<file path="src/rtl/extended_message_chunk_reassembly_assert.svh">
// Assertion macros for the chunk reassembly RTL.
`ifndef EXTENDED_MESSAGE_CHUNK_REASSEMBLY_ASSERT_SVH
`define EXTENDED_MESSAGE_CHUNK_REASSEMBLY_ASSERT_SVH

// Same-cycle implication, checked outside reset.
`define EMCR_ASSERT_IMP(lbl, ante, cons, msg) \
  lbl: assert property (@(posedge clk) disable iff (!rst_n) (ante) |-> (cons)) \
    else $error(msg);

// Next-cycle implication, checked outside reset.
`define EMCR_ASSERT_NXT(lbl, ante, cons, msg) \
  lbl: assert property (@(posedge clk) disable iff (!rst_n) (ante) |=> (cons)) \
    else $error(msg);

`endif

</file>
<file path="src/rtl/emcr_ram.sv">
// Generic single-write, single-read RAM with registered read data.
`default_nettype none
module emcr_ram #(
  parameter int WIDTH = 8,
  parameter int DEPTH = 256
) (
  input  logic                     clk,
  input  logic                     we,
  input  logic [$clog2(DEPTH)-1:0] waddr,
  input  logic [WIDTH-1:0]         wdata,
  input  logic                     re,
  input  logic [$clog2(DEPTH)-1:0] raddr,
  output logic [WIDTH-1:0]         rdata
);

  logic [WIDTH-1:0] mem_r [DEPTH];
  logic [WIDTH-1:0] rdata_r;

  // Write port
  always_ff @(posedge clk) begin
    if (we) begin
      mem_r[waddr] <= wdata;
    end
  end

  // Registered read port, holds between reads
  always_ff @(posedge clk) begin
    if (re) begin
      rdata_r <= mem_r[raddr];
    end
  end

  assign rdata = rdata_r;

endmodule
`default_nettype wire

</file>
<file path="config.mk">
export PLATFORM = sky130hd
export DESIGN_NAME = emcr_ram
export DESIGN_NICKNAME = d
export VERILOG_FILES = /design/src/rtl/extended_message_chunk_reassembly_assert.svh /design/src/rtl/emcr_ram.sv
export SDC_FILE = /design/constraint.sdc
export NUM_CORES = 2
export LEC_CHECK = 0
export BUFFER_PORTS_ARGS = -buffer_cell sky130_fd_sc_hd__buf_4
export CAP_MARGIN = 20
export CORE_MARGIN = 2
export CORE_UTILIZATION = 57
export CTS_CLUSTER_DIAMETER = 80
export DETAILED_ROUTE_END_ITERATION = 8
export GPL_TIMING_DRIVEN = 1
export PLACE_DENSITY_LB_ADDON = 0.12
export SLEW_MARGIN = 40
export SYNTH_ARGS = -nofsm -noshare
export SYNTH_HDL_FRONTEND = slang
export SYNTH_SLANG_ARGS = --single-unit
export TNS_END_PERCENT = 5
</file>
<file path="constraint.sdc">
create_clock -name clk -period 2.4 [get_ports clk]
set_input_delay 0.24 -clock clk [delete_from_list [all_inputs] [get_ports clk]]
set_output_delay 0.24 -clock clk [all_outputs]
set_load 0.1 [all_outputs]
</file>
==> summary.md <==
| Metric | Value |
|---|---|
| R2R setup slack | between 20 and 25 ps |
| DR vias/cell | about 6.4 |
| Synth Net Count | 3760 |
| Total global-route track usage | between 20% and 30% |
| Worst Reg-to-Reg Cells | 7 |
| CTS H-tree lvls | 4 |
| Top cells by area, synth | edfxtp_1 78%, mux4_2 13%, mux2i_1 1.7% |
| Wirelength per Cell | between 30 and 40 µm |
| Worst-path clk slew | about 70 ps |
| Max layer used | met5 |
| Final Util | approximately 68% |
| R2r startpoint | mem_r[77][1]$_DFFE_PP_ |
| Area Growth Syn to Fin | 18.03% |
| Met2 wire len | ~100000 µm |
| Max Cap Viol | 0 |
| Peak Freq | 420.4 MHz |
| Post-Layout Inst Area | 93990 µm² |
| Synthesis-stage register bit count | slightly above 2k |
| Largest area contributor in the netlist | edfxtp_1 |
| Clock latency on the worst-skew pair | 840 ps |
| Status | finished clean |
| Sequential-to-total area share from yosys stat | slightly below 80% |
| Met1 wire length | just under 80000 µm |
| Main synth FF type | edfxtp_1 |
| Final worst-path cycle share | between 90% and 100% |
| Drt first pass iters | 6 |
| Root buffer selected by CTS | clkbuf_16 |
| Peak supply drop | around 0.66 mV |
| Synth cell types | 54 |
| Max Buffers Root-to-Sink | 3 |
| Hold Vio Cnt, Final | 0 |
| RSZ-0062 raised after global routing | true |
| Synthesized area | roughly 80000 µm² |
| DR iter-0 viols | 5677 |
| Total CTS buffers | 201 |
| Initial Utilization | 57.29% |
| Slew margin rel. | approximately 46% |
| CP Launch Type | flop |
| Layout cell share with drive strength beyond 1 | 33.08% |
| Hold path depth | 1 |
| Max-slew violations | 0 |
| Max FO, Critical Path | 1 |
| Most common cell after layout, fill and taps aside | edfxtp_1 |
| Largest net degree at the start of global routing | 89 |
| Setup WS post-layout | around 21 ps |
| Via count of the first global-routing pass | roughly 42k |
| Asr flop ratio synth | 0% |
| DR vias | about 42k |
| TritonCTS clock tree | done |
| Initial antenna violation count | 5 |
| R2R Path End | rdata[1]$_DFFE_PP_ |
| Worst EP required | roughly 3000 ps |
| Global route total overflow | 0 |
| WP data arrival | roughly 2900 ps |
| Final WL | slightly above 200000 µm |
| Min-delay worst type | input pin to flop |
| DP Cell Count | between 6k and 7k |
| Met3 wire len | between 15000 and 20000 µm |
| Chip Width | 377.8 µm |
| Synth Instances | approximately 3.7k |
| Fin cells | about 6.5k |
| Worst Setup EP | rdata[1]$_DFFE_PP_ |
| Post-CTS Setup Repair Bufs | 0 |
| Chip height | 377.8 µm |
| P_leak | roughly 31 nW |
| Count of final setup violators | 0 |
| Most frequent cells in the layout | 2056 x edfxtp_1, 613 x buf_4, 455 x mux4_2, 274 x nor2_1, 204 x clkbuf_16 |
| Crit. Startpoint | mem_r[77][1]$_DFFE_PP_ |
| Core area | between 100000 and 150000 µm² |
| PortBufs | 34 |
| Placed Instance Area | approximately 87000 µm² |
| Post-Place Setup Slack | -1008 ps |
| Synth top area share | around 78% |
| Final net count | around 4.4k |
| Shortest period the worst path allows | 2379 ps |
| Setup Skew | 27.70 ps |
| Crit. End Element | flop |
| Die Area | ~140000 µm² |
| First-pass GRT wire length | between 200000 and 300000 µm |
| Detail Route Antenna Nets | 0 |
| Residual DRC | 0 |
| Clk sinks | slightly above 2k |
| # IOs | 35 |
| Power Dens Cells | approximately 800 nW/µm² |
| Routability cong. | approximately 0.9 |
| YS warnings | 0 |
| Row cnt | 137 |
| Fillcell total | 8658 |
| Syn_area_per_cell | 21.33 µm² |
| EDFF count, synth | just over 2k |
| Worst-Margin Slew | 807.5 ps |
| Post-DP HPWL | roughly 130000 µm |
| Critical path class | flop to flop |
-- through the flow --
step	hold slack [ps]	power, mW	TNS [ps]
finish	26.02	74.98	0
global route	31.86	76.93	-37.80
CTS	4.354	75.35	-14.34
detailed placement	624.2	44.67	-6351
global placement	627.3	44.58	-6859
floorplan	338.9	42.43	0
-- registers in the layout (all words and copies together), names as in the netlist --
name   count
mem_r   2048
rdata      8
-- synth_stat cells, types with 16 or more instances --
library cell	count
nand3_1	34
buf_6	21
nor4_1	24
edfxtp_1	2056
mux4_2	454
o22ai_1	28
buf_1	22
nand2_1	33
a22oi_1	133
nor3_1	22
a211oi_1	16
nor2b_1	31
mux2i_1	134
a21oi_1	96
clkbuf_1	111
buf_4	27
o221ai_1	46
buf_2	31
nor2_1	282
-- logic make-up after synthesis --
group	Yosys count	share of synthesized area (%)
compound gates	385	3.416
buf+inv	235	1.829
flops	2056	77.53
mux	591	14.60
simple gates	466	2.625
-- worst min-delay path by stage --
stage                   from                     end  slack [ps]
finish              wdata[5]  mem_r[71][5]$_DFFE_PP_          30
CTS                 wdata[5]  mem_r[71][5]$_DFFE_PP_           4
global placement          re      rdata[7]$_DFFE_PP_         630
floorplan           wdata[0]   mem_r[0][0]$_DFFE_PP_         340
global route        wdata[5]  mem_r[71][5]$_DFFE_PP_          30
detailed placement        re      rdata[7]$_DFFE_PP_         620
-- critical path: stages (launching register included) --
cell	delay (ps)
edfxtp_1	350
mux4_2	470
nor2b_1	180
a211oi_2	340
nor2_1	200
nor4_2	340
buf_4	180
nor4_1	50
-- power breakdown --
group / total (mW) / switching (mW) / internal [mW]
clock network: 31.0 / 13.3 / 17.7
registers: 39.6 / 0.0492 / 39.6
logic: 4.36 / 2.63 / 1.73
total: 75.0 / 16.0 / 59.0
-- final cells by class --
| class | instances | area, µm² | area share, % |
|---|---|---|---|
| Sequential cell | 2056 | 61740 | 65.69 |
| Multi-Input combinational cell | 1442 | 16800 | 17.88 |
| Timing Repair Buffer | 718 | 6576 | 6.997 |
| Clock buffer | 252 | 5285 | 5.623 |
| Tap cell | 1876 | 2347 | 2.497 |
| Clock inverter | 125 | 1226 | 1.305 |
| Inverter | 2 | 7.507 | 0.007987 |
| Antenna cell | 3 | 7.507 | 0.007987 |
-- per-layer routing --
metal	global-route usage (%)	vias up
met2	45.88	2174
met1	41.46	21930
met3	5.231	342
met5	0	-
met4	9.834	8
li1	-	17110
-- what timing repair did --
item | in CTS | in global routing
setup endpoints to repair | 7 | 8
gates resized for setup | 31 | 26
gates cloned | 0 | 0
hold buffers | 5 | 0
endpoints found under the hold margin | 185 | 0
pin swaps | 5 | 14
No activity file was read; power rests on OpenSTA's default activity.
