File: config.mk
export PLATFORM = sky130hd
export DESIGN_NAME = emcr_queue
export DESIGN_NICKNAME = d
export VERILOG_FILES = /design/src/rtl/extended_message_chunk_reassembly_assert.svh /design/src/rtl/emcr_pkg.sv /design/src/rtl/emcr_queue.sv
export SDC_FILE = /design/constraint.sdc
export NUM_CORES = 1
export LEC_CHECK = 0
export ABC_AREA = 1
export BUFFER_PORTS_ARGS = -buffer_cell sky130_fd_sc_hd__buf_2
export CAP_MARGIN = 25
export CORE_AREA = 2 2 90 109
export CTS_CLUSTER_DIAMETER = 100
export DETAILED_ROUTE_END_ITERATION = 8
export DIE_AREA = 0 0 92 111
export PLACE_DENSITY_LB_ADDON = 0.08
export SYNTH_ARGS = -nofsm -noshare
export SYNTH_HDL_FRONTEND = slang
export SYNTH_SLANG_ARGS = --single-unit
export TNS_END_PERCENT = 1
File: constraint.sdc
create_clock -name clk -period 4.1 [get_ports clk]
set_input_delay 0.205 -clock clk [delete_from_list [all_inputs] [get_ports clk]]
set_output_delay 0.205 -clock clk [all_outputs]
set_load 0.01 [all_outputs]
File: src/rtl/extended_message_chunk_reassembly_assert.svh
// Assertion macros for the chunk reassembly RTL.
`ifndef EXTENDED_MESSAGE_CHUNK_REASSEMBLY_ASSERT_SVH
`define EXTENDED_MESSAGE_CHUNK_REASSEMBLY_ASSERT_SVH

// Same-cycle implication, checked outside reset.
`define EMCR_ASSERT_IMP(lbl, ante, cons, msg) \
  lbl: assert property (@(posedge clk) disable iff (!rst_n) (ante) |-> (cons)) \
    else $error(msg);

// Next-cycle implication, checked outside reset.
`define EMCR_ASSERT_NXT(lbl, ante, cons, msg) \
  lbl: assert property (@(posedge clk) disable iff (!rst_n) (ante) |=> (cons)) \
    else $error(msg);

`endif

File: src/rtl/emcr_pkg.sv
// Shared constants, codes and types of the chunk reassembly block.
`default_nettype none
package emcr_pkg;

  localparam int TRACKED_SLOTS  = 4;
  localparam int MAX_PAYLOAD    = 260;
  localparam int FRAGMENT_BYTES = 32;
  localparam int MAX_CHUNK      = 9;
  localparam logic [31:0] TIMEOUT_RESET = 32'd30000;

  localparam int SIDX_W   = (TRACKED_SLOTS > 1) ? $clog2(TRACKED_SLOTS) : 1;
  localparam int CNT_W    = $clog2(FRAGMENT_BYTES + 2);
  localparam int FIDX_W   = $clog2(FRAGMENT_BYTES);
  localparam int RAM_DEPTH = 2 * TRACKED_SLOTS * MAX_PAYLOAD;
  localparam int ADDR_W   = $clog2(RAM_DEPTH);
  localparam int QDEPTH   = 2;
  localparam int QCNT_W   = $clog2(QDEPTH + 1);
  localparam int QPTR_W   = (QDEPTH > 1) ? $clog2(QDEPTH) : 1;

  localparam logic [1:0] CMD_BODY = 2'd0;
  localparam logic [1:0] CMD_TICK = 2'd1;
  localparam logic [1:0] CMD_READ = 2'd2;

  localparam logic [2:0] OC_READ        = 3'd0;
  localparam logic [2:0] OC_PROGRESS    = 3'd1;
  localparam logic [2:0] OC_COMPLETE    = 3'd2;
  localparam logic [2:0] OC_MALFORMED   = 3'd3;
  localparam logic [2:0] OC_UNSUP_CHUNK = 3'd4;
  localparam logic [2:0] OC_UNSUP_TYPE  = 3'd5;
  localparam logic [2:0] OC_RECOVERED   = 3'd6;

  typedef struct packed {
    logic [1:0] command;
    logic [7:0] body_byte;
    logic       body_last;
    logic       ext_type_valid;
    logic       is_pps_status;
    logic       is_epr_sink_caps;
    logic       type_tracked;
    logic [1:0] type_slot;
    logic [2:0] data_objects;
    logic [8:0] read_index;
  } emcr_in_t;

  typedef struct packed {
    logic [2:0] outcome;
    logic [1:0] completed_slot;
    logic       chunk_request;
    logic [3:0] request_chunk_number;
    logic [8:0] request_data_size;
    logic [7:0] read_byte;
    logic [8:0] read_length;
  } emcr_out_t;

  // One unit of back-end work: a payload copy then a result, or a read.
  typedef struct packed {
    logic              is_read;
    logic [CNT_W-1:0]  count;
    logic              buf_sel;
    logic [ADDR_W-1:0] addr;
    logic              rd_ok;
    emcr_out_t         res;
  } job_t;

  typedef struct packed {
    logic              buf_sel;
    logic [FIDX_W-1:0] idx;
  } frag_rd_t;

  typedef struct packed {
    logic valid;
    logic buf_sel;
  } rel_t;

  typedef struct packed {
    logic       pend;
    logic [1:0] busy;
  } front_stat_t;

  // Base address of one slot's bank in the payload memory.
  function automatic logic [ADDR_W-1:0] region_base(input logic [1:0] slot,
                                                    input logic bank);
    return ADDR_W'((int'(slot) * 2 + int'(bank)) * MAX_PAYLOAD);
  endfunction

endpackage
`default_nettype wire

File: src/rtl/emcr_queue.sv
// Short job queue between the front and the back end.
`default_nettype none
module emcr_queue import emcr_pkg::*; (
  input  logic              clk,
  input  logic              rst_n,
  input  logic              push,
  input  job_t              push_job,
  input  logic              pop,
  output logic              head_valid,
  output job_t              head,
  output logic [QCNT_W-1:0] cnt
);

  job_t              mem_r [QDEPTH];
  logic [QPTR_W-1:0] wp_r;
  logic [QPTR_W-1:0] rp_r;
  logic [QCNT_W-1:0] cnt_r;

  assign head_valid = cnt_r != '0;
  assign head       = mem_r[rp_r];
  assign cnt        = cnt_r;

  // Advance pointers and count
  always_ff @(posedge clk) begin
    if (!rst_n) begin
      wp_r  <= '0;
      rp_r  <= '0;
      cnt_r <= '0;
    end else begin
      if (push) begin
        wp_r <= (int'(wp_r) == QDEPTH - 1) ? '0 : wp_r + 1'b1;
      end
      if (pop) begin
        rp_r <= (int'(rp_r) == QDEPTH - 1) ? '0 : rp_r + 1'b1;
      end
      if (push && !pop) begin
        cnt_r <= cnt_r + 1'b1;
      end else if (pop && !push) begin
        cnt_r <= cnt_r - 1'b1;
      end
    end
  end

  // Store entries
  always_ff @(posedge clk) begin
    if (push) begin
      mem_r[wp_r] <= push_job;
    end
  end

endmodule
`default_nettype wire

==> flow_results.org <==
** Status
- Result of the run :: complete, no violations

** Yosys
- In the post-synthesis netlist, the cell with the most instances is edfxtp_1.
- Gate count of the mapped netlist :: between 200 and 250
- Synth top area cells :: edfxtp_1 77%, mux2_4 10%, mux2_2 6.8%
- The synthesized design contains around 120 register bits.
- In this run, distinct cell masters in the synthesized netlist total 14.
- Dominant synthesized flop cell :: edfxtp_1
- The largest total area in the synthesized netlist belongs to edfxtp_1.
- Proportion of netlist area held by the largest area contributor :: between 70% and 80%
- Summed instance area of the synthesized netlist :: about 0.0045 mm^2
- Sequential elements use 79.1% of the synthesized area.
- Post-synth EDFFs :: ~110
- In the synthesized netlist the async set-or-reset flop fraction comes to 0%.
- After synthesis, the most frequently instantiated cells are 114 x edfxtp_1, 30 x mux2_4, 27 x mux2_2.
- Counting every net in the synthesized netlist gives about 270.
- Number of warnings issued by yosys :: 0
- The average instance in the mapped netlist occupies about 21 um^2.

** Power
- Overall power consumption after layout is estimated at between 0.003 and 0.004 W.
- Static Leak :: ~2.5 nW
- Worst vdd ir :: 0.000338 V
- Power density normalized to cell area :: slightly below 500 mW/mm^2

** Route
- After the first detailed-routing iteration, the DRC count stood at 128.
- The count of nets left with antenna violations once routing finished came out at 0.
- First-pass DRT Iterations :: 4
- Dividing the detail-routed wire length by the instance count gives between 10 and 15 um.
- Remaining DRCs :: 0
- Number of vias in the routed layout :: about 2,500
- Wire length reported by the detailed router :: slightly below 8000 um
- After detailed routing, the number of vias per cell comes to between 4 and 5.

** Clock tree
- H-Tree Level Count :: 4
- In this run the post-CTS setup repair buffer count came out at 0.
- Counting every sink on the clock net gives ~120.
- The longest clock path from root to sink contains 2 buffers.
- Clock tree synthesis inserted a total of 17 buffers.
- Clk_lat worst skew :: about 0.39 ns
- Clock slew at the register clock pins of the worst setup and hold paths :: around 0.05 ns
- Gates resized, CTS repair :: 0
- The tree is rooted in a clkbuf_16.
- Clock tree from TritonCTS :: done

** Die
- Rows :: 39
- In this run the vertical extent of the chip is about 110 um.
- Standard cell core area :: about 0.009 mm^2
- Once the floorplan was initialized, standard cells occupied between 40% and 50% of the core.
- Boundary pin count :: between 100 and 150
- Die area :: between 0.01 and 0.015 mm^2
- Die W :: ~90 um

** Critical path
- Required time worst endpoint :: 3.89 ns
- FF-to-FF path depth :: 3
- The worst setup path is captured at a primary output.
- By startpoint and endpoint, the worst setup path is classified as flip-flop to primary output.
- Launching point of the worst reg2reg path :: wp_r
- Startpoint type of the worst setup path :: flip-flop
- Top fanout value on the critical path :: 57
- Worst Path Arrival :: approximately 2.0 ns

** Final layout
- The post-route netlist has 50.0% of its cells at a drive strength greater than 1.
- # diodes :: 0
- Number of cells in the finished layout apart from fillers :: 537
- Fill cells in the final layout number ~690.
- Area added between synthesis and finish :: 41.4%
- Final nets :: approximately 460
- With fillers left out, the area of the finished cells amounts to roughly 0.0063 mm^2.

** Timing
- The final hold violation count was 0.
- Setup repair after global routing left no endpoint under its margin.
- The number of slew-limit violations in the final report came to 0.
- Slew at the pin closest to its max-slew limit :: a little over 0.9 ns
- Timing would allow up to 463 MHz.
- Max Clock Skew :: between 0.005 and 0.006 ns
- Final setup fails :: 0
- The routed design could run at a clock period as short as ~2.2 ns.
- The final critical path takes up a little over half of the cycle.
- Final worst slack :: 1.94 ns
- Slew headroom :: roughly two fifths
- Setup total negative slack on the finished layout was measured at 0 ns.

** Placed design
- The congestion estimate from routability-driven global placement came to 0.670.
- Setup WS pre-CTS :: approximately 2.2 ns
- Instance count after placement with tap cells included :: 450
- Post-Place Cell Area :: 0.00518 mm^2
- Port buffering added 120 buffers.
- The HPWL after detailed placement is 4680 um.

** Min path
- Start point of the worst hold path :: push_job[32]
- The tightest min-delay check is of the primary input to flip-flop type.
- Worst Hold Path Cells :: 1

** Global route
- Entering global routing, the biggest net connects between 50 and 60 pins.
- The initial antenna violation count was 0.
- The number of global-route vias before repair was 2,493.
- The first global-routing pass estimated 11,800 um of wire.
- Congestion Overflow GR :: 0
- Global routing used between 10% and 20% of the available tracks across all layers.

** Run
- Across the run, the number of max-cap violations was 0.
[power breakdown]
group          switching [W]  leakage, nW  internal [W]  total, W
logic               0.000122         1.13      0.000163  0.000285
clock network       0.000459        0.278      0.000937   0.00140
registers          0.0000347         1.11       0.00141   0.00144
total               0.000616         2.52       0.00251   0.00312
[sequential cells by signal, summed over array words and instances, names as in the netlist, named ones only]
register  cells
cnt           2
mem_r       114
rp_r          1
wp_r          1
[cells in the final DEF (no fill, tap or decap)]
master / Yosys / layout
clkinvlp_4: 0 / 1
edfxtp_1: 114 / 114
dfxtp_1: 5 / 4
inv_1: 8 / 7
inv_2: 0 / 1
nand4_1: 1 / 1
nor2_1: 7 / 6
clkbuf_1: 0 / 2
nand2_1: 9 / 9
buf_2: 2 / 120
buf_4: 0 / 2
clkinv_1: 0 / 5
clkbuf_16: 0 / 17
clkinv_2: 0 / 4
nor2_4: 0 / 1
dlygate4sd3_1: 0 / 55
dfxtp_4: 0 / 1
o21ai_0: 1 / 1
a21oi_1: 1 / 1
bufinv_16: 0 / 3
nand3_1: 1 / 1
mux2_4: 30 / 30
ha_1: 1 / 1
mux2_2: 27 / 27
[final timing paths]
check | to | slack [ns]
min | mem_r[1][32] | 0.03
min reg2reg | flip-flop | 0.52
max reg2reg | mem_r[1][40] | 2.23
max | head[43] | 1.94
[per-layer routing]
metal | track usage, % | up-vias | routed length (um)
li1 | - | 1192 | -
met1 | 17.0 | 1178 | 3050
met2 | 27.0 | 86 | 4160
met3 | 5.57 | 8 | 439
met4 | 6.97 | 0 | 95
met5 | 0 | - | 0
[worst max-delay path, stage by stage (launching register included)]
cell,delay (ns)
dfxtp_4,0.95
mux2_2,0.43
buf_2,0.15
[final cells by class]
type                       instances  area, um^2  share of cell area, %
clock buffer                      19         433                   6.87
clock inverter                    13         136                   2.16
inverter                           8        30.0                  0.476
multi-input combinational         78         856                   13.6
sequential                       119        3530                   56.0
tap                              123         154                   2.44
timing repair buffer             177        1170                   18.5
[cell families after synthesis]
family                     count (synthesis)  share of synthesized area (%)
AOI/OAI and AO/OA                          2                          0.224
adders and majority gates                  1                          0.281
and+or+nand+nor                           18                           1.60
buffers and inverters                     14                           1.91
muxes                                     57                           16.9
DFF                                      119                           79.1
[metrics by stage]
step	utilization [%]	hold WS, ns
2_1_floorplan	-	0.304
3_3_place_gp	55.9	0.392
3_5_place_dp	55.9	0.396
4_1_cts	67.9	0.00528
5_1_grt	68.0	0.0127
6_report	68.0	0.0278
[timing repair]
item,CTS,global route
hold endpoints to repair,107,2
setup endpoints to repair,0,0
hold buffers,54,1
(Power assumes the default switching activity.)
