==> src/rtl/extended_message_chunk_reassembly_assert.svh <==
// Assertion macros for the chunk reassembly RTL.
`ifndef EXTENDED_MESSAGE_CHUNK_REASSEMBLY_ASSERT_SVH
`define EXTENDED_MESSAGE_CHUNK_REASSEMBLY_ASSERT_SVH

// Same-cycle implication, checked outside reset.
`define EMCR_ASSERT_IMP(lbl, ante, cons, msg) \
  lbl: assert property (@(posedge clk) disable iff (!rst_n) (ante) |-> (cons)) \
    else $error(msg);

// Next-cycle implication, checked outside reset.
`define EMCR_ASSERT_NXT(lbl, ante, cons, msg) \
  lbl: assert property (@(posedge clk) disable iff (!rst_n) (ante) |=> (cons)) \
    else $error(msg);

`endif

==> src/rtl/emcr_pkg.sv <==
// Shared constants, codes and types of the chunk reassembly block.
`default_nettype none
package emcr_pkg;

  localparam int TRACKED_SLOTS  = 4;
  localparam int MAX_PAYLOAD    = 260;
  localparam int FRAGMENT_BYTES = 32;
  localparam int MAX_CHUNK      = 9;
  localparam logic [31:0] TIMEOUT_RESET = 32'd30000;

  localparam int SIDX_W   = (TRACKED_SLOTS > 1) ? $clog2(TRACKED_SLOTS) : 1;
  localparam int CNT_W    = $clog2(FRAGMENT_BYTES + 2);
  localparam int FIDX_W   = $clog2(FRAGMENT_BYTES);
  localparam int RAM_DEPTH = 2 * TRACKED_SLOTS * MAX_PAYLOAD;
  localparam int ADDR_W   = $clog2(RAM_DEPTH);
  localparam int QDEPTH   = 2;
  localparam int QCNT_W   = $clog2(QDEPTH + 1);
  localparam int QPTR_W   = (QDEPTH > 1) ? $clog2(QDEPTH) : 1;

  localparam logic [1:0] CMD_BODY = 2'd0;
  localparam logic [1:0] CMD_TICK = 2'd1;
  localparam logic [1:0] CMD_READ = 2'd2;

  localparam logic [2:0] OC_READ        = 3'd0;
  localparam logic [2:0] OC_PROGRESS    = 3'd1;
  localparam logic [2:0] OC_COMPLETE    = 3'd2;
  localparam logic [2:0] OC_MALFORMED   = 3'd3;
  localparam logic [2:0] OC_UNSUP_CHUNK = 3'd4;
  localparam logic [2:0] OC_UNSUP_TYPE  = 3'd5;
  localparam logic [2:0] OC_RECOVERED   = 3'd6;

  typedef struct packed {
    logic [1:0] command;
    logic [7:0] body_byte;
    logic       body_last;
    logic       ext_type_valid;
    logic       is_pps_status;
    logic       is_epr_sink_caps;
    logic       type_tracked;
    logic [1:0] type_slot;
    logic [2:0] data_objects;
    logic [8:0] read_index;
  } emcr_in_t;

  typedef struct packed {
    logic [2:0] outcome;
    logic [1:0] completed_slot;
    logic       chunk_request;
    logic [3:0] request_chunk_number;
    logic [8:0] request_data_size;
    logic [7:0] read_byte;
    logic [8:0] read_length;
  } emcr_out_t;

  // One unit of back-end work: a payload copy then a result, or a read.
  typedef struct packed {
    logic              is_read;
    logic [CNT_W-1:0]  count;
    logic              buf_sel;
    logic [ADDR_W-1:0] addr;
    logic              rd_ok;
    emcr_out_t         res;
  } job_t;

  typedef struct packed {
    logic              buf_sel;
    logic [FIDX_W-1:0] idx;
  } frag_rd_t;

  typedef struct packed {
    logic valid;
    logic buf_sel;
  } rel_t;

  typedef struct packed {
    logic       pend;
    logic [1:0] busy;
  } front_stat_t;

  // Base address of one slot's bank in the payload memory.
  function automatic logic [ADDR_W-1:0] region_base(input logic [1:0] slot,
                                                    input logic bank);
    return ADDR_W'((int'(slot) * 2 + int'(bank)) * MAX_PAYLOAD);
  endfunction

endpackage
`default_nettype wire

==> src/rtl/emcr_back.sv <==
// Back end: copies fragments into payload memory, serves reads, drives results.
`default_nettype none
module emcr_back import emcr_pkg::*; (
  input  logic              clk,
  input  logic              rst_n,
  input  logic              head_valid,
  input  job_t              head,
  output logic              pop,
  output frag_rd_t          frag_rd,
  input  logic [7:0]        frag_byte,
  output rel_t              rel,
  output logic              ram_we,
  output logic [ADDR_W-1:0] ram_waddr,
  output logic [7:0]        ram_wdata,
  output logic              ram_re,
  output logic [ADDR_W-1:0] ram_raddr,
  input  logic [7:0]        ram_rdata,
  output logic              out_valid,
  input  logic              out_stall,
  output emcr_out_t         out_data
);

  logic [CNT_W-1:0] cp_idx_r;
  logic             rdp_r;
  emcr_out_t        rdp_res_r;
  logic             rdp_ok_r;
  logic             out_valid_r;
  emcr_out_t        out_data_r;

  logic             out_load;
  logic             rdp_drain;
  logic             emit;

  assign out_load  = !out_valid_r || !out_stall;
  assign rdp_drain = rdp_r && out_load;

  assign frag_rd.buf_sel = head.buf_sel;
  assign frag_rd.idx     = FIDX_W'(cp_idx_r + CNT_W'(2));
  assign ram_waddr       = head.addr + ADDR_W'(cp_idx_r);
  assign ram_wdata       = frag_byte;
  assign ram_raddr       = head.addr;

  // Work on the job at the head: one byte a cycle, then its result, or a read
  always_comb begin
    pop    = 1'b0;
    ram_we = 1'b0;
    ram_re = 1'b0;
    emit   = 1'b0;
    if (head_valid) begin
      priority if (head.is_read) begin
        if (!rdp_r || out_load) begin
          ram_re = 1'b1;
          pop    = 1'b1;
        end
      end else if (cp_idx_r < head.count) begin
        ram_we = 1'b1;
      end else if (!rdp_r && out_load) begin
        emit = 1'b1;
        pop  = 1'b1;
      end
    end
  end

  assign rel.valid   = emit;
  assign rel.buf_sel = head.buf_sel;

  always_ff @(posedge clk) begin
    if (!rst_n) begin
      cp_idx_r    <= '0;
      rdp_r       <= 1'b0;
      out_valid_r <= 1'b0;
    end else begin
      if (ram_we) begin
        cp_idx_r <= cp_idx_r + 1'b1;
      end else if (emit) begin
        cp_idx_r <= '0;
      end
      if (ram_re) begin
        rdp_r <= 1'b1;
      end else if (rdp_drain) begin
        rdp_r <= 1'b0;
      end
      if (rdp_drain || emit) begin
        out_valid_r <= 1'b1;
      end else if (out_load) begin
        out_valid_r <= 1'b0;
      end
    end
  end

  // Result payloads
  always_ff @(posedge clk) begin
    if (ram_re) begin
      rdp_res_r <= head.res;
      rdp_ok_r  <= head.rd_ok;
    end
    if (rdp_drain) begin
      out_data_r           <= rdp_res_r;
      out_data_r.read_byte <= rdp_ok_r ? ram_rdata : 8'd0;
    end else if (emit) begin
      out_data_r <= head.res;
    end
  end

  assign out_valid = out_valid_r;
  assign out_data  = out_data_r;

endmodule
`default_nettype wire

==> config.mk <==
export PLATFORM = sky130hd
export DESIGN_NAME = emcr_back
export DESIGN_NICKNAME = d
export VERILOG_FILES = /design/src/rtl/extended_message_chunk_reassembly_assert.svh /design/src/rtl/emcr_pkg.sv /design/src/rtl/emcr_back.sv
export SDC_FILE = /design/constraint.sdc
export NUM_CORES = 1
export LEC_CHECK = 0
export ABC_AREA = 1
export BUFFER_PORTS_ARGS = -buffer_cell sky130_fd_sc_hd__buf_2
export CAP_MARGIN = 20
export CORE_UTILIZATION = 45
export CTS_BUF_LIST = sky130_fd_sc_hd__clkbuf_2
export CTS_CLUSTER_SIZE = 28
export DETAILED_ROUTE_END_ITERATION = 8
export GPL_ROUTABILITY_DRIVEN = 0
export GPL_TIMING_DRIVEN = 0
export HOLD_SLACK_MARGIN = 0.02
export PLACE_DENSITY = 0.85
export SYNTH_ARGS = -nofsm -noshare
export SYNTH_HDL_FRONTEND = slang
export SYNTH_SLANG_ARGS = --single-unit
==> constraint.sdc <==
create_clock -name clk -period 4.1 [get_ports clk]
set_input_delay 0.205 -clock clk [delete_from_list [all_inputs] [get_ports clk]]
set_output_delay 0.205 -clock clk [all_outputs]
set_load 0.1 [all_outputs]
==> metrics.yaml, run 1 <==
firstDrtPassIters: 5
hpwl_um: 6470
worstPathArrival_ns: 2.55
yosysSeqAreaShare_pct: 57.4
setup_viol: 0
slew_headroom_pct: 49.3
path_clk_slew_ns: 0.19
synth_ff_type: "edfxtp_1"
drv_cap: 0
total_leakage_power_uw: 0.00254
tns_ns: 0
irDropWorstVdd_mv: 0.178
holdPathStages: 3
power.switching_uw: 644
post_cts_buffers: 0
grt_usage_pct: 23.4
power.share.combinational_pct: 28.4
worst-r2r-setup-slack_ns: 1.68
ios: 157
synth_area_mm2: 0.00368
synth_edf_count: 65
fin_crit_sh_pct: 67.2
layout-drive-gt1-share_pct: 36.4
htreeDepth: 3
switching_share_pct: 36.8
syn_nets: 460
required_ns: 3.89
avgRoutedWirePerCell_um: 14.0
rows: 32
status: "completed"
grt_pass1_vias: 3303
clkPwrFrac_pct: 22.8
layout.nets: 665
die_w_um: 92.4
finClkSkew_ns: 0.0371
die_h_um: 92.4
ant_nets: 0
hold_path_class: "in -> reg"
start_util_pct: 47.1
p_total_uw: 1750
core_area_mm2: 0.00781
drtIter0Drc: 141
area_delta_synth_final_pct: 40.4
rr_worst_depth: 8
vias: 3368
finalHoldViolations: 0
clockRootBuffer: "clkbuf_2"
endpoint_kind: "output port"
slew_viol_final: 0
ys_ff_latch: 73
vias_per_cell: 4.95
synth_cells: 369
start_kind: "flop"
cts_tree: "yes"
pwr-share-seq_pct: 48.8
wirelength_um: 9520
clock_path_buffers: 2
syn_area_per_cell_um2: 9.97
cts_sinks: 73
worstMarginPinSlew_ns: 0.758
antenna_cells: 0
port_buffers: 147
intPower_uw: 1110
yosys_warnings: 0
async_reset_ff_share_pct: 0
critPathKind: "reg -> out"
post-route-min-period_ns: 2.75
crit_fanout: 6
antenna_found_initial: 0
die_area_mm2: 0.00854
grt_overflow_total: 0
p_per_area_mw_per_mm2: 339
final_common_cell: "buf_2"
clk_latency_ns: 0.50
grt_max_degree: 22
synth_cell_types: 31
final_cell_mix: "buf_2 (153), nand2_1 (141), edfxtp_1 (65)"
route.detailed.drc: 0
fmax_mhz: 363
grt_pass1_wl_um: 15300
rsz0062_at_grt: "no"
cts_made_buffers: 9
## registers in the layout, summed over array words and instances (netlist names)
register and flops:
out_data 36, rdp_res_r 28, cp_idx_r 6, out_valid 1, rdp_ok_r 1, rdp_r 1
## repair_timing
item,CTS,global route
resized for setup,0,0
hold buffers,45,0
endpoints found under the hold margin,67,0
## stage by stage
| stage | util (%) | area, µm² | std cells | hold WS, ns | setup WS [ns] |
|---|---|---|---|---|---|
| CTS | 66.1 | 5160 | 681 | 0.0398 | 1.33 |
| floorplan | - | 3680 | 369 | 0.304 | 1.18 |
| global placement | 58.2 | 4540 | 618 | 0.383 | 1.38 |
| global route | 66.1 | 5160 | 681 | 0.0459 | 1.16 |
| finish | 66.1 | 5160 | 681 | 0.0742 | 1.35 |
| detailed placement | 58.9 | 4600 | 620 | 0.389 | 1.67 |
## cells by family after synthesis
kind of cell | count (synthesis) | synth area share, %
compound gates | 19 | 3.27
xor+xnor | 10 | 2.38
fa+ha+maj | 14 | 4.97
buf+inv | 61 | 9.15
flops | 73 | 57.4
simple gates | 192 | 22.8
## worst paths after layout
check | endpoint | startpoint
min reg2reg | out_data[4] | rdp_res_r[4]
min | out_valid | out_stall
max reg2reg | out_data[11] | cp_idx_r[5]
max | ram_waddr[8] | cp_idx_r[0]
## worst max-delay path: stages, from the launching register on
cell     delay (ns)
dfxtp_1        0.43
ha_1           0.27
fa_1           0.45
nand3_1        0.10
nand2_1        0.08
nand2_1        0.06
o21ai_0        0.09
xor2_1         0.14
buf_2          0.44
## power by group through the flow
stage | clock network [µW] | logic (µW) | registers [µW]
after detailed placement | 0 | 458 | 871
final | 399 | 498 | 855
after floorplan | 0 | 269 | 962
after CTS | 401 | 495 | 854
after global routing | 436 | 523 | 857
after global placement | 0 | 443 | 870
## cells in the mapped netlist, types with 3 or more instances
cell | instances | area, µm²
inv_2 | 4 | 15.0
dfxtp_1 | 8 | 160
inv_1 | 23 | 86.3
edfxtp_1 | 65 | 1950
buf_4 | 26 | 195
nor2_1 | 8 | 30.0
xor2_1 | 9 | 78.8
nand2_1 | 141 | 529
a21oi_1 | 11 | 55.1
buf_2 | 6 | 30.0
ha_1 | 13 | 163
nand2_2 | 4 | 25.0
nand3_1 | 23 | 115
o21ai_0 | 3 | 15.0
nand4_1 | 9 | 56.3
## metal layers
layer  track usage (%)  share of wire [%]  vias up
met5                 0                  0        -
met4              11.8                3.9        0
met3              3.86                6.0       30
met2              43.3                 53      165
met1              25.6                 37     1549
li1                  -                  -     1624
## cell type report
cell class | instances | area, µm²
Buffer | 32 | 225
Clock buffer | 9 | 45.0
Clock inverter | 7 | 70.1
Fill cell | 609 | 2650
Inverter | 29 | 111
Multi-Input combinational cell | 235 | 1230
Sequential cell | 73 | 2110
Tap cell | 102 | 128
Timing Repair Buffer | 194 | 1240
Note: power is estimated with default switching activity, not from simulation.
==> run 2: changes to the inputs <==
- PLACE_DENSITY: 0.85 -> 0.88
- clock period: 4.1 -> 2.29 ns (I/O delays scaled with it)
==> run 2 against run 1 <==
Against the previous run: sequential power up 78%; via count up 2.6%; cell count up 2.1%; sequential share of layout area down 3.0 points; non-clock buffer count up 13; register-to-register slack worse by 1.4 ns; worst hold slack worse by 0.035 ns; first-iteration DRC count up 24%.
==> metrics.yaml, run 2 (synthesis gave the netlist of run 1 again) <==
status: "completed"
ios: 157
layout-drive-gt1-share_pct: 44.7
hold_path_class: "in -> reg"
required_ns: 2.18
avgRoutedWirePerCell_um: 15.8
worstMarginPinSlew_ns: 0.746
final_core_util_pct: 72.3
slew_viol_final: 0
wirelength_um: 11000
dpl_cell_area_mm2: 0.00461
critPathKind: "reg -> out"
grt_usage_pct: 25.6
antenna_cells: 0
rsz0062_at_grt: "yes"
cp-startpoint: "cp_idx_r[0]"
route.detailed.drc: 0
final_cell_mix: "buf_2 (141), nand2_1 (131), edfxtp_1 (65)"
power.switching_uw: 1200
setup_viol: 0
start_util_pct: 47.1
layout.nets: 679
largest_reg_flops: 36
grt_max_degree: 37
fin_crit_sh_pct: 99.8
final_common_cell: "buf_2"
rows: 32
path_clk_slew_ns: 0.20
cts_made_buffers: 9
ant_nets: 0
hpwl_um: 6270
stdcell_area_mm2: 0.00564
drtIter0Drc: 175
worstHoldStart: "head_valid"
power.share.combinational_pct: 28.9
final_cells: 695
finClkSkew_ns: 0.0190
port_buffers: 147
crit_path_max_incr_delay_ns: 0.40
critPathSlowestCell: "dfxtp_4"
pwr-share-seq_pct: 45.7
start_kind: "flop"
clkPwrFrac_pct: 25.4
area_delta_synth_final_pct: 53.4
switching_share_pct: 35.8
fmax_mhz: 437
pre_cts_ws_ns: 0.0112
vias_per_cell: 4.97
antenna_found_initial: 0
grt_pass1_wl_um: 16400
drv_cap: 0
firstDrtPassIters: 7
endpoint_kind: "output port"
intPower_uw: 2140
die_w_um: 92.4
clk_latency_ns: 0.51
path_common_cell: "nand2_2"
r2r_start: "out_valid"
vias: 3457
cts_tree: "yes"
clockRootBuffer: "clkbuf_2"
p_per_area_mw_per_mm2: 591
finalHoldViolations: 0
htreeDepth: 3
clock_path_buffers: 2
crit_family: "adder cells"
total_leakage_power_uw: 0.00266
worstPathArrival_ns: 2.17
die_area_mm2: 0.00854
die_h_um: 92.4
post-place-cells: 618
grt_pass1_vias: 3381
post-route-min-period_ns: 2.29
slew_headroom_pct: 50.0
irDropWorstVdd_mv: 0.304
cts_sinks: 73
grt_overflow_total: 0
setup_ws_ns: 0.00407
crit_path_cell_trace: "ha_4, fa_2, nand4_1, o211ai_1, buf_4, nand2_2, nand2_2, nand2_2, buf_12"
crit_buf_inv: 2
crit_fanout: 3
core_area_mm2: 0.00781
-- run 2: changes by cell type in the layout (fill, tap and decap cells not counted), sizes merged --
cell / delta
buf: +9
clkbuf: +1
clkinvlp: +1
dlygate4sd3: +4
bufinv: +1
clkinv: -2
-- run 2: path summary, 6_finish.rpt --
| kind | endpoint | depth (start not counted) | slack, ns |
|---|---|---|---|
| worst min register to register | rdp_r | 2 | 0.51 |
| worst min-delay path | rdp_r | 3 | 0.04 |
| worst max-delay path | ram_waddr[10] | 9 | 0.004 |
| worst max register to register | rdp_res_r[34] | 5 | 0.29 |
-- run 2: cell type report --
| type | instances | area (µm²) |
|---|---|---|
| fill | 502 | 2170 |
| sequential | 73 | 2140 |
| multi-input combinational | 235 | 1460 |
| timing repair buffer | 207 | 1430 |
| buffer | 32 | 225 |
| tap | 102 | 128 |
| inverter | 29 | 115 |
| clock inverter | 6 | 90.1 |
| clock buffer | 10 | 50.0 |
| timing repair inverter | 1 | 5.00 |
-- run 2: metrics by stage --
step	hold slack [ns]	TNS [ns]	power [µW]
5_1_grt	0.0324	-0.294	3440
4_1_cts	0.0261	-0.0559	3300
6_report	0.0394	0	3340
3_5_place_dp	0.293	0	2370
3_3_place_gp	0.293	0	2360
2_1_floorplan	0.213	-0.109	2210
-- run 2: timing repair --
action                                  4_1_cts  5_1_grt
pin swaps                                     7       11
hold buffers                                 49        0
cloned                                        1        0
gates resized for setup                      57       25
hold endpoints to repair                     73        0
endpoints found under the setup margin       50       47
buffers inserted                              9        2
-- run 2: power by group through the flow --
stage / Sequential [µW] / Combinational [µW] / Clock, µW
2_1_floorplan: 1720 / 488 / 0
3_3_place_gp: 1560 / 802 / 0
3_5_place_dp: 1560 / 815 / 0
4_1_cts: 1520 / 929 / 849
5_1_grt: 1530 / 1000 / 908
6_report: 1520 / 964 / 849
-- run 2: worst register-to-register path, stage by stage, from the launching register on --
cell        delay [ns]
dfxtp_4           0.39
nand2_2           0.07
inv_2             0.11
nand2_1           0.08
nand3_1           0.21
clkinvlp_2        0.69
-- run 2: metal layers --
| layer | track usage (%) | share of wire (%) |
|---|---|---|
| met5 | 0 | 0 |
| met4 | 13.5 | 3.9 |
| met3 | 4.60 | 6.9 |
| met2 | 46.8 | 53 |
| met1 | 28.0 | 37 |
