<file path="src/rtl/extended_message_chunk_reassembly_assert.svh">
// Assertion macros for the chunk reassembly RTL.
`ifndef EXTENDED_MESSAGE_CHUNK_REASSEMBLY_ASSERT_SVH
`define EXTENDED_MESSAGE_CHUNK_REASSEMBLY_ASSERT_SVH

// Same-cycle implication, checked outside reset.
`define EMCR_ASSERT_IMP(lbl, ante, cons, msg) \
  lbl: assert property (@(posedge clk) disable iff (!rst_n) (ante) |-> (cons)) \
    else $error(msg);

// Next-cycle implication, checked outside reset.
`define EMCR_ASSERT_NXT(lbl, ante, cons, msg) \
  lbl: assert property (@(posedge clk) disable iff (!rst_n) (ante) |=> (cons)) \
    else $error(msg);

`endif

</file>
<file path="src/rtl/emcr_pkg.sv">
// Shared constants, codes and types of the chunk reassembly block.
`default_nettype none
package emcr_pkg;

  localparam int TRACKED_SLOTS  = 4;
  localparam int MAX_PAYLOAD    = 260;
  localparam int FRAGMENT_BYTES = 32;
  localparam int MAX_CHUNK      = 9;
  localparam logic [31:0] TIMEOUT_RESET = 32'd30000;

  localparam int SIDX_W   = (TRACKED_SLOTS > 1) ? $clog2(TRACKED_SLOTS) : 1;
  localparam int CNT_W    = $clog2(FRAGMENT_BYTES + 2);
  localparam int FIDX_W   = $clog2(FRAGMENT_BYTES);
  localparam int RAM_DEPTH = 2 * TRACKED_SLOTS * MAX_PAYLOAD;
  localparam int ADDR_W   = $clog2(RAM_DEPTH);
  localparam int QDEPTH   = 2;
  localparam int QCNT_W   = $clog2(QDEPTH + 1);
  localparam int QPTR_W   = (QDEPTH > 1) ? $clog2(QDEPTH) : 1;

  localparam logic [1:0] CMD_BODY = 2'd0;
  localparam logic [1:0] CMD_TICK = 2'd1;
  localparam logic [1:0] CMD_READ = 2'd2;

  localparam logic [2:0] OC_READ        = 3'd0;
  localparam logic [2:0] OC_PROGRESS    = 3'd1;
  localparam logic [2:0] OC_COMPLETE    = 3'd2;
  localparam logic [2:0] OC_MALFORMED   = 3'd3;
  localparam logic [2:0] OC_UNSUP_CHUNK = 3'd4;
  localparam logic [2:0] OC_UNSUP_TYPE  = 3'd5;
  localparam logic [2:0] OC_RECOVERED   = 3'd6;

  typedef struct packed {
    logic [1:0] command;
    logic [7:0] body_byte;
    logic       body_last;
    logic       ext_type_valid;
    logic       is_pps_status;
    logic       is_epr_sink_caps;
    logic       type_tracked;
    logic [1:0] type_slot;
    logic [2:0] data_objects;
    logic [8:0] read_index;
  } emcr_in_t;

  typedef struct packed {
    logic [2:0] outcome;
    logic [1:0] completed_slot;
    logic       chunk_request;
    logic [3:0] request_chunk_number;
    logic [8:0] request_data_size;
    logic [7:0] read_byte;
    logic [8:0] read_length;
  } emcr_out_t;

  // One unit of back-end work: a payload copy then a result, or a read.
  typedef struct packed {
    logic              is_read;
    logic [CNT_W-1:0]  count;
    logic              buf_sel;
    logic [ADDR_W-1:0] addr;
    logic              rd_ok;
    emcr_out_t         res;
  } job_t;

  typedef struct packed {
    logic              buf_sel;
    logic [FIDX_W-1:0] idx;
  } frag_rd_t;

  typedef struct packed {
    logic valid;
    logic buf_sel;
  } rel_t;

  typedef struct packed {
    logic       pend;
    logic [1:0] busy;
  } front_stat_t;

  // Base address of one slot's bank in the payload memory.
  function automatic logic [ADDR_W-1:0] region_base(input logic [1:0] slot,
                                                    input logic bank);
    return ADDR_W'((int'(slot) * 2 + int'(bank)) * MAX_PAYLOAD);
  endfunction

endpackage
`default_nettype wire

</file>
<file path="src/rtl/emcr_front.sv">
// Front end: accepts items, buffers message bodies, judges them, tracks slots.
`default_nettype none
module emcr_front import emcr_pkg::*; (
  input  logic              clk,
  input  logic              rst_n,
  input  logic              in_valid,
  output logic              in_stall,
  input  emcr_in_t          in_data,
  input  logic              cfg_valid,
  input  logic [31:0]       cfg_data,
  input  logic [QCNT_W-1:0] q_cnt,
  output logic              push,
  output job_t              push_job,
  input  frag_rd_t          frag_rd,
  output logic [7:0]        frag_byte,
  input  rel_t              rel,
  output front_stat_t       stat
);

  logic [31:0]      timeout_r;
  logic [31:0]      tick_r;
  logic [7:0]       fbuf_r [2][FRAGMENT_BYTES];
  logic [CNT_W-1:0] fcnt_r;
  logic             wr_sel_r;
  logic [1:0]       busy_r;
  logic             pend_r;
  emcr_in_t         jin_r;
  logic             jsel_r;
  logic [CNT_W-1:0] jn_r;

  logic             act_r   [TRACKED_SLOTS];
  logic [8:0]       exp_r   [TRACKED_SLOTS];
  logic [8:0]       rcv_r   [TRACKED_SLOTS];
  logic [3:0]       last_r  [TRACKED_SLOTS];
  logic [31:0]      stamp_r [TRACKED_SLOTS];
  logic             bank_r  [TRACKED_SLOTS];
  logic [8:0]       clen_r  [TRACKED_SLOTS];

  logic             acc;
  logic             body_acc;
  logic             read_acc;
  logic [CNT_W-1:0] fcnt_nxt;

  // Stall on busy buffer (body), judging (read), full queue (last byte, read)
  always_comb begin
    in_stall = 1'b0;
    if (in_data.command == CMD_BODY) begin
      in_stall = busy_r[wr_sel_r] ||
                 (in_data.body_last && (int'(q_cnt) + int'(pend_r) >= QDEPTH));
    end else if (in_data.command == CMD_READ) begin
      in_stall = pend_r || (int'(q_cnt) >= QDEPTH);
    end
  end

  assign acc      = in_valid && !in_stall;
  assign body_acc = acc && (in_data.command == CMD_BODY);
  assign read_acc = acc && (in_data.command == CMD_READ);
  assign fcnt_nxt = (int'(fcnt_r) <= FRAGMENT_BYTES) ? fcnt_r + 1'b1 : fcnt_r;

  assign frag_byte = fbuf_r[frag_rd.buf_sel][frag_rd.idx];
  assign stat      = '{pend: pend_r, busy: busy_r};

  // ---------------- judge the buffered message ----------------
  logic [7:0]        jb [FRAGMENT_BYTES];
  logic [8:0]        size;
  logic              req;
  logic [3:0]        cn;
  logic              ch;
  logic [1:0]        slot;
  logic [SIDX_W-1:0] sidx;
  logic              tracked;
  logic [CNT_W-1:0]  decl;
  logic [9:0]        n10;
  logic [31:0]       age;
  logic              tout;
  logic              act_e;
  logic [8:0]        exp_e;
  logic [8:0]        rcv_e;
  logic [3:0]        last_e;
  logic [31:0]       stamp_e;
  logic [8:0]        exp_b;
  logic [8:0]        rcv_b;
  logic [9:0]        rem10;
  logic [9:0]        frag10;
  logic [9:0]        copy10;
  logic [9:0]        lo10;
  logic              pad_bad;
  logic              recov;

  emcr_out_t         res;
  logic              st_wr;
  logic              n_act;
  logic [8:0]        n_exp;
  logic [8:0]        n_rcv;
  logic [3:0]        n_last;
  logic [31:0]       n_stamp;
  logic              flip;
  logic              len_wr;
  logic [8:0]        len_v;
  logic [9:0]        cnt_v;
  logic [8:0]        off_v;

  always_comb begin
    jb = fbuf_r[jsel_r];
  end

  assign size    = {jb[1][0], jb[0]};
  assign req     = jb[1][2];
  assign cn      = jb[1][6:3];
  assign ch      = jb[1][7];
  assign slot    = jin_r.type_slot;
  assign sidx    = SIDX_W'(slot);
  assign tracked = jin_r.type_tracked && (int'(slot) < TRACKED_SLOTS);
  assign decl    = CNT_W'({jin_r.data_objects, 2'b00});
  assign n10     = 10'(jn_r);

  // Abandon a stale reassembly before using it
  assign age     = tick_r - stamp_r[sidx];
  assign tout    = act_r[sidx] && (age > timeout_r);
  assign act_e   = act_r[sidx] && !tout;
  assign exp_e   = tout ? 9'd0 : exp_r[sidx];
  assign rcv_e   = tout ? 9'd0 : rcv_r[sidx];
  assign last_e  = tout ? 4'd0 : last_r[sidx];
  assign stamp_e = tout ? 32'd0 : stamp_r[sidx];

  assign exp_b  = act_e ? exp_e : size;
  assign rcv_b  = act_e ? rcv_e : 9'd0;
  assign rem10  = 10'(exp_b) - 10'(rcv_b);
  assign frag10 = n10 - 10'd2;
  assign copy10 = (rem10 < frag10) ? rem10 : frag10;
  assign lo10   = copy10 + 10'd2;

  // Nonzero padding after the copied bytes
  always_comb begin
    pad_bad = 1'b0;
    for (int k = 0; k < FRAGMENT_BYTES; k++) begin
      if ((10'(k) >= lo10) && (10'(k) < n10) && (jb[k] != 8'd0)) begin
        pad_bad = 1'b1;
      end
    end
  end

  // Known malformed PPS status layout: size 1 with a four byte payload
  assign recov = jin_r.is_pps_status && ch && (cn == 4'd0) && !req && (size == 9'd1) &&
                 (jin_r.data_objects == 3'd2) && (int'(jn_r) == 8) &&
                 (jb[6] == 8'd0) && (jb[7] == 8'd0) && tracked;

  always_comb begin
    res     = '0;
    res.outcome = OC_MALFORMED;
    st_wr   = 1'b0;
    n_act   = act_e;
    n_exp   = exp_e;
    n_rcv   = rcv_e;
    n_last  = last_e;
    n_stamp = stamp_e;
    flip    = 1'b0;
    len_wr  = 1'b0;
    len_v   = '0;
    cnt_v   = '0;
    off_v   = '0;
    priority if (!jin_r.ext_type_valid || (int'(jn_r) < 2)) begin
      res.outcome = OC_MALFORMED;
    end else if (recov) begin
      res.outcome        = OC_RECOVERED;
      res.completed_slot = slot;
      st_wr   = 1'b1;
      n_act   = 1'b0;
      n_exp   = '0;
      n_rcv   = '0;
      n_last  = '0;
      n_stamp = '0;
      flip    = 1'b1;
      len_wr  = 1'b1;
      len_v   = 9'd4;
      cnt_v   = 10'd4;
    end else if (ch && (int'(cn) > MAX_CHUNK)) begin
      res.outcome = OC_MALFORMED;
    end else if (ch && (jn_r != decl)) begin
      res.outcome = OC_MALFORMED;
    end else if (req && (!ch || (size != 9'd0))) begin
      res.outcome = OC_MALFORMED;
    end else if (req && ((int'(jn_r) != 4) || (jb[2] != 8'd0) || (jb[3] != 8'd0))) begin
      res.outcome = OC_MALFORMED;
    end else if (req && jin_r.is_epr_sink_caps) begin
      res.outcome = OC_COMPLETE;
    end else if (!tracked) begin
      res.outcome = (ch && !req) ? OC_UNSUP_CHUNK : OC_UNSUP_TYPE;
    end else if (req) begin
      res.outcome = OC_UNSUP_TYPE;
    end else if (size == 9'd0) begin
      res.outcome = OC_MALFORMED;
    end else begin
      // From here the timeout clear sticks whatever the outcome
      st_wr = 1'b1;
      priority if (!ch) begin
        if ((n10 != 10'(size) + 10'd2) || (int'(size) > MAX_PAYLOAD) ||
            (int'(jn_r) > FRAGMENT_BYTES)) begin
          res.outcome = OC_MALFORMED;
        end else begin
          res.outcome        = OC_COMPLETE;
          res.completed_slot = slot;
          n_act   = 1'b0;
          n_exp   = '0;
          n_rcv   = '0;
          n_last  = '0;
          n_stamp = '0;
          flip    = 1'b1;
          len_wr  = 1'b1;
          len_v   = size;
          cnt_v   = 10'(size);
        end
      end else if (!act_e && ((cn != 4'd0) || (int'(size) > MAX_PAYLOAD))) begin
        res.outcome = OC_MALFORMED;
      end else if (act_e && ((cn != last_e + 4'd1) || (size != exp_e))) begin
        res.outcome = OC_MALFORMED;
        n_act   = 1'b0;
        n_exp   = '0;
        n_rcv   = '0;
        n_last  = '0;
        n_stamp = '0;
      end else if (pad_bad) begin
        res.outcome = OC_MALFORMED;
        n_act   = 1'b0;
        n_exp   = '0;
        n_rcv   = '0;
        n_last  = '0;
        n_stamp = '0;
      end else if (10'(rcv_b) + copy10 < 10'(exp_b)) begin
        if (int'(cn) + 1 > MAX_CHUNK) begin
          res.outcome = OC_MALFORMED;
          n_act   = 1'b0;
          n_exp   = '0;
          n_rcv   = '0;
          n_last  = '0;
          n_stamp = '0;
        end else begin
          res.outcome              = OC_PROGRESS;
          res.chunk_request        = 1'b1;
          res.request_chunk_number = cn + 4'd1;
          res.request_data_size    = exp_b;
          n_act   = 1'b1;
          n_exp   = exp_b;
          n_rcv   = 9'(10'(rcv_b) + copy10);
          n_last  = cn;
          n_stamp = tick_r;
          cnt_v   = copy10;
          off_v   = rcv_b;
        end
      end else begin
        res.outcome        = OC_COMPLETE;
        res.completed_slot = slot;
        n_act   = 1'b0;
        n_exp   = '0;
        n_rcv   = '0;
        n_last  = '0;
        n_stamp = '0;
        flip    = 1'b1;
        len_wr  = 1'b1;
        len_v   = exp_b;
        cnt_v   = copy10;
        off_v   = rcv_b;
      end
    end
  end

  // ---------------- read request ----------------
  logic              rslot_ok;
  logic [SIDX_W-1:0] rsidx;
  logic [8:0]        rlen;
  logic              rok;

  assign rslot_ok = int'(in_data.type_slot) < TRACKED_SLOTS;
  assign rsidx    = SIDX_W'(in_data.type_slot);
  assign rlen     = rslot_ok ? clen_r[rsidx] : 9'd0;
  assign rok      = rslot_ok && (in_data.read_index < rlen) &&
                    (int'(in_data.read_index) < MAX_PAYLOAD);

  // Queue one job: the judged message, else a read
  always_comb begin
    push     = pend_r || read_acc;
    push_job = '0;
    if (pend_r) begin
      push_job.is_read = 1'b0;
      push_job.count   = CNT_W'(cnt_v);
      push_job.buf_sel = jsel_r;
      push_job.addr    = region_base(slot, !bank_r[sidx]) + ADDR_W'(off_v);
      push_job.res     = res;
    end else begin
      push_job.is_read         = 1'b1;
      push_job.addr            = region_base(in_data.type_slot, bank_r[rsidx]) +
                                 ADDR_W'(in_data.read_index);
      push_job.rd_ok           = rok;
      push_job.res.outcome     = OC_READ;
      push_job.res.read_length = rlen;
    end
  end

  // Control state
  always_ff @(posedge clk) begin
    if (!rst_n) begin
      timeout_r <= TIMEOUT_RESET;
      tick_r    <= '0;
      fcnt_r    <= '0;
      wr_sel_r  <= 1'b0;
      busy_r    <= '0;
      pend_r    <= 1'b0;
      for (int s = 0; s < TRACKED_SLOTS; s++) begin
        act_r[s]   <= 1'b0;
        exp_r[s]   <= '0;
        rcv_r[s]   <= '0;
        last_r[s]  <= '0;
        stamp_r[s] <= '0;
        bank_r[s]  <= 1'b0;
        clen_r[s]  <= '0;
      end
    end else begin
      if (cfg_valid) begin
        timeout_r <= cfg_data;
      end
      if (acc && (in_data.command == CMD_TICK)) begin
        tick_r <= tick_r + 32'd1;
      end
      // Advance the body count, switch buffers at the end of a message
      pend_r <= body_acc && in_data.body_last;
      if (body_acc) begin
        if (in_data.body_last) begin
          fcnt_r   <= '0;
          wr_sel_r <= !wr_sel_r;
        end else begin
          fcnt_r <= fcnt_nxt;
        end
      end
      // Lock the judged buffer until its copy is done
      if (rel.valid) begin
        busy_r[rel.buf_sel] <= 1'b0;
      end
      if (pend_r) begin
        busy_r[jsel_r] <= 1'b1;
        if (st_wr) begin
          act_r[sidx]   <= n_act;
          exp_r[sidx]   <= n_exp;
          rcv_r[sidx]   <= n_rcv;
          last_r[sidx]  <= n_last;
          stamp_r[sidx] <= n_stamp;
        end
        if (flip) begin
          bank_r[sidx] <= !bank_r[sidx];
        end
        if (len_wr) begin
          clen_r[sidx] <= len_v;
        end
      end
    end
  end

  // Body bytes and captured header facts
  always_ff @(posedge clk) begin
    if (body_acc) begin
      if (int'(fcnt_r) < FRAGMENT_BYTES) begin
        fbuf_r[wr_sel_r][fcnt_r[FIDX_W-1:0]] <= in_data.body_byte;
      end
      if (in_data.body_last) begin
        jin_r  <= in_data;
        jsel_r <= wr_sel_r;
        jn_r   <= fcnt_nxt;
      end
    end
  end

endmodule
`default_nettype wire

</file>
<file path="config.mk">
export PLATFORM = sky130hd
export DESIGN_NAME = emcr_front
export DESIGN_NICKNAME = d
export VERILOG_FILES = /design/src/rtl/extended_message_chunk_reassembly_assert.svh /design/src/rtl/emcr_pkg.sv /design/src/rtl/emcr_front.sv
export SDC_FILE = /design/constraint.sdc
export NUM_CORES = 2
export LEC_CHECK = 0
export BUFFER_PORTS_ARGS = -buffer_cell sky130_fd_sc_hd__buf_2
export CAP_MARGIN = 20
export CORE_ASPECT_RATIO = 1.75
export CORE_MARGIN = 2
export CORE_UTILIZATION = 63
export CTS_CLUSTER_SIZE = 40
export DETAILED_ROUTE_END_ITERATION = 6
export HOLD_SLACK_MARGIN = 0.15
export PLACE_DENSITY = 0.81
export SLEW_MARGIN = 5
export SYNTH_ARGS = -nofsm -noshare
export SYNTH_HDL_FRONTEND = slang
export SYNTH_SLANG_ARGS = --single-unit
</file>
<file path="constraint.sdc">
create_clock -name clk -period 24.3 [get_ports clk]
set_clock_uncertainty 0.05 [all_clocks]
set_input_delay 2.43 -clock clk [delete_from_list [all_inputs] [get_ports clk]]
set_output_delay 2.43 -clock clk [all_outputs]
set_load 0.02 [all_outputs]
</file>
==> results.toml <==
[global_routing]
grt.overflow.total = 0
grt_max_degree = 78
grt_first_pass_wirelength_mm = 209.9
global_route.usage.total_pct = 41.00
antenna_found_initial = 4
number_of_global_route_vias_before_repair = 32060

[yosys]
synth.top_cell.area_share_pct = 53.59
synth_edf_count = 782
yosys_warnings = 0
ys_top_cells_by_area = "edfxtp_1 54%, mux4_2 12%, nor2_1 4.3%, dfxtp_1 3.8%, ha_1 3.5%"
ys.flop_type = "edfxtp_1"
post-synth-top-area-cell = "edfxtp_1"
synth-seq-area-share_pct = 57.38
count_of_cell_types_in_the_netlist = 90
postSynthRegisterBits = 865
post_synth.cell_area_avg_um2 = 13.01
syn_area_um2 = 43820
top_post_synthesis_cells_by_count = "782 x edfxtp_1, 502 x nor2_1, 232 x mux4_2"
synthMostInstantiatedCell = "edfxtp_1"
synthesis.instances = 3367
async_reset_ff_share_pct = 0

[layout]
fraction_of_final_layout_cells_sized_beyond_drive_strength_1_pct = 17.41
finish.cell_count_without_fillers = 4449
syn_to_final_growth_pct = 9.725
finished_cell_area_um2 = 48080
nNetsFinal = 3681

[placed_design]
port-buffer-count = 136
weighted_congestion_reported_at_the_end_of_routability_driven_placement = 1.025
dp_slack_ns = 3.712
hpwl_mm = 103.9
detailed_place.area_um2 = 45520
placed_cells = 4307

[timing]
transition_time_at_the_pin_with_the_least_slew_margin_ns = 1.226
fmax_mhz = 46.13
number_of_failing_hold_endpoints_at_the_final_stage = 0
period_minus_slack_ns = 21.68
worst_slew_margin_rel_pct = 18.24
final_max_slew_viol_count = 0
finalSetupTns_ns = 0
rsz0062_at_grt = "no"
finalCritPeriodShare_pct = 89.22
setup_violations = 0
setup_slack_ns = 2.620

[pwr]
power_report.internal_total_mw = 2.436
p_leak_nw = 17.02
worst_ir_drop_vdd_v = 0.00007145
power.share.sequential_pct = 50.8
cellPowerDensity_nw_per_um2 = 67.42
share_clk_of_total_power_pct = 38.4
comb_power_share_pct = 10.8
power.switching_fraction_pct = 24.84
power_mw = 3.242
switching_power_summed_over_all_nets_mw = 0.8053

[hold_path]
timing.hold.worst.class = "reg2reg"

[clocking]
count_of_instances_resized_after_the_clock_tree_is_built = 0
tritoncts.num_buffers = 77
cts.sink_count = 865
h-tree-depth = 3
cts_root_buffer = "clkbuf_16"
cts_setup_buffers = 0
clockBufferDepth = 3
clk_transition_reported_paths_ns = 0.07
worstSkewPairLatency_ns = 0.69
count_of_hold_buffers_inserted_by_post_cts_repair = 0
tritoncts_clock_tree = "yes"

[setup_path]
crit_slowest_cell = "o21ai_1"
timing.setup.critical_path_class = "reg2out"
cp_max_fo = 36
cp.required_ns = 21.82
timing.critical_path.to_type = "primary output"
slowest_delay_ns = 0.85
critPathLaunchType = "flop"
cell_mode_on_critical_path = "a21oi_1"
timing.critical_path.arrival_ns = 19.20

[floorplan]
core_area_um2 = 69190
dieArea_um2 = 71770
placementRows = 128
num_io_pins = 145
start_util_pct = 63.34
floorplan_die_width_um = 203.4
fp.dieH_um = 352.9

[routing]
via_count = 31300
avgViaCountPerCell = 7.036
detail_route.wirelength_mm = 145.3
residual_antenna_violating_net_count_after_detailed_routing = 0
detail_route.first_pass.iterations = 7
drt_first_iter_violations = 3675
avgRoutedWirePerCell_um = 32.66
drt_drc_violations_left = 0

[run]
cap_violations = 0

[run_status]
status = "complete, no violations"
sequential cells by signal, indices dropped and copies added (netlist names), 6 cells and up, named ones only:
register and count:
rcv_r 36, clen_r 36, fbuf_r 512, last_r 16, stamp_r 128, tick_r 32, jn_r 6, timeout_r 32
fcnt_r 6, exp_r 36
cells in the final DEF (no fill, tap or decap), types with 15 or more instances in the layout:
cell       instances
o211ai_1          20
mux4_2           232
ha_1             124
a221oi_1          35
and3_1            30
nand2b_1          20
mux2i_1           65
buf_4             64
a211oi_1          22
nand3_1           90
xor2_1            47
a22oi_1           15
nand4_1           27
buf_2            134
xnor2_1           79
a21o_1            19
o21a_1            18
a21oi_1          124
dfxtp_1           80
a31oi_1           38
nor3_1            45
nor4_1            96
edfxtp_1         782
nor2_1           502
and2_1            29
clkinv_2          17
clkbuf_16         80
inv_1            140
nand2_1          165
nor2b_1           25
o21ai_0           73
per-layer routing:
layer,part of all wire (%),routed length (µm),vias up,global-route usage (%)
li1,-,-,13160,-
met1,29,41780,15410,40.24
met2,51,74300,2056,71.39
met3,8.7,12580,671,8.813
met4,11,16620,4,37.46
met5,0.022,32,-,0
final cells by class:
cell class,count,area (µm²)
Antenna cell,1,2.502
Clock buffer,97,2136
Clock inverter,43,420.4
Fill cell,4751,21100
Inverter,143,536.8
Multi-Input combinational cell,2191,17530
Sequential cell,865,25150
Tap cell,910,1139
Timing Repair Buffer,199,1165
power by group through the flow:
stage / clock network [mW] / registers [mW] / logic, mW
6_report: 1.24 / 1.65 / 0.351
3_3_place_gp: 0 / 1.68 / 0.332
4_1_cts: 1.24 / 1.65 / 0.341
5_1_grt: 1.30 / 1.65 / 0.368
3_5_place_dp: 0 / 1.68 / 0.338
2_1_floorplan: 0 / 1.67 / 0.215
cells by family (layout without fill, tap and decap cells):
family	count (synthesis)	after routing	share of synthesized area [%]
multiplexers	310	310	13.74
flip-flops	865	865	57.38
buffers and inverters	318	482	2.830
AND/OR/NAND/NOR	1107	1107	11.76
other	1	9	0.008558
AO/OA/AOI/OAI	505	505	7.858
XOR/XNOR	126	126	2.518
adder cells (fa/ha/maj)	135	135	3.909
worst max-delay path, delay by kind of cell (launching register included):
family / cells / cell delay (ns)
buffers and inverters: 6 / 0.90
adders and majority gates: 13 / 4.30
muxes: 2 / 0.99
AOI/OAI and AO/OA: 33 / 6.94
and+or+nand+nor: 16 / 4.09
xor gates and xnor gates: 3 / 0.38
DFF: 1 / 0.83
metrics by stage:
step	hold slack, ns	utilization [%]
after detailed placement	0.4166	65.79
after CTS	0.4322	69.48
after floorplan	0.3881	-
after global placement	0.3964	65.79
after global routing	0.4509	69.49
final	0.4344	69.50
final timing paths:
path                               start      endpoint  slack (ns)  depth (start not counted)
worst min register to register  act_r[1]      act_r[1]        0.43                          2
worst min-delay path            act_r[1]      act_r[1]        0.43                          2
worst max register to register      flop   rcv_r[1][8]        6.35                         62
worst max-delay path                flop  push_job[45]        2.62                         73
Power figures use the tool's default switching activity.
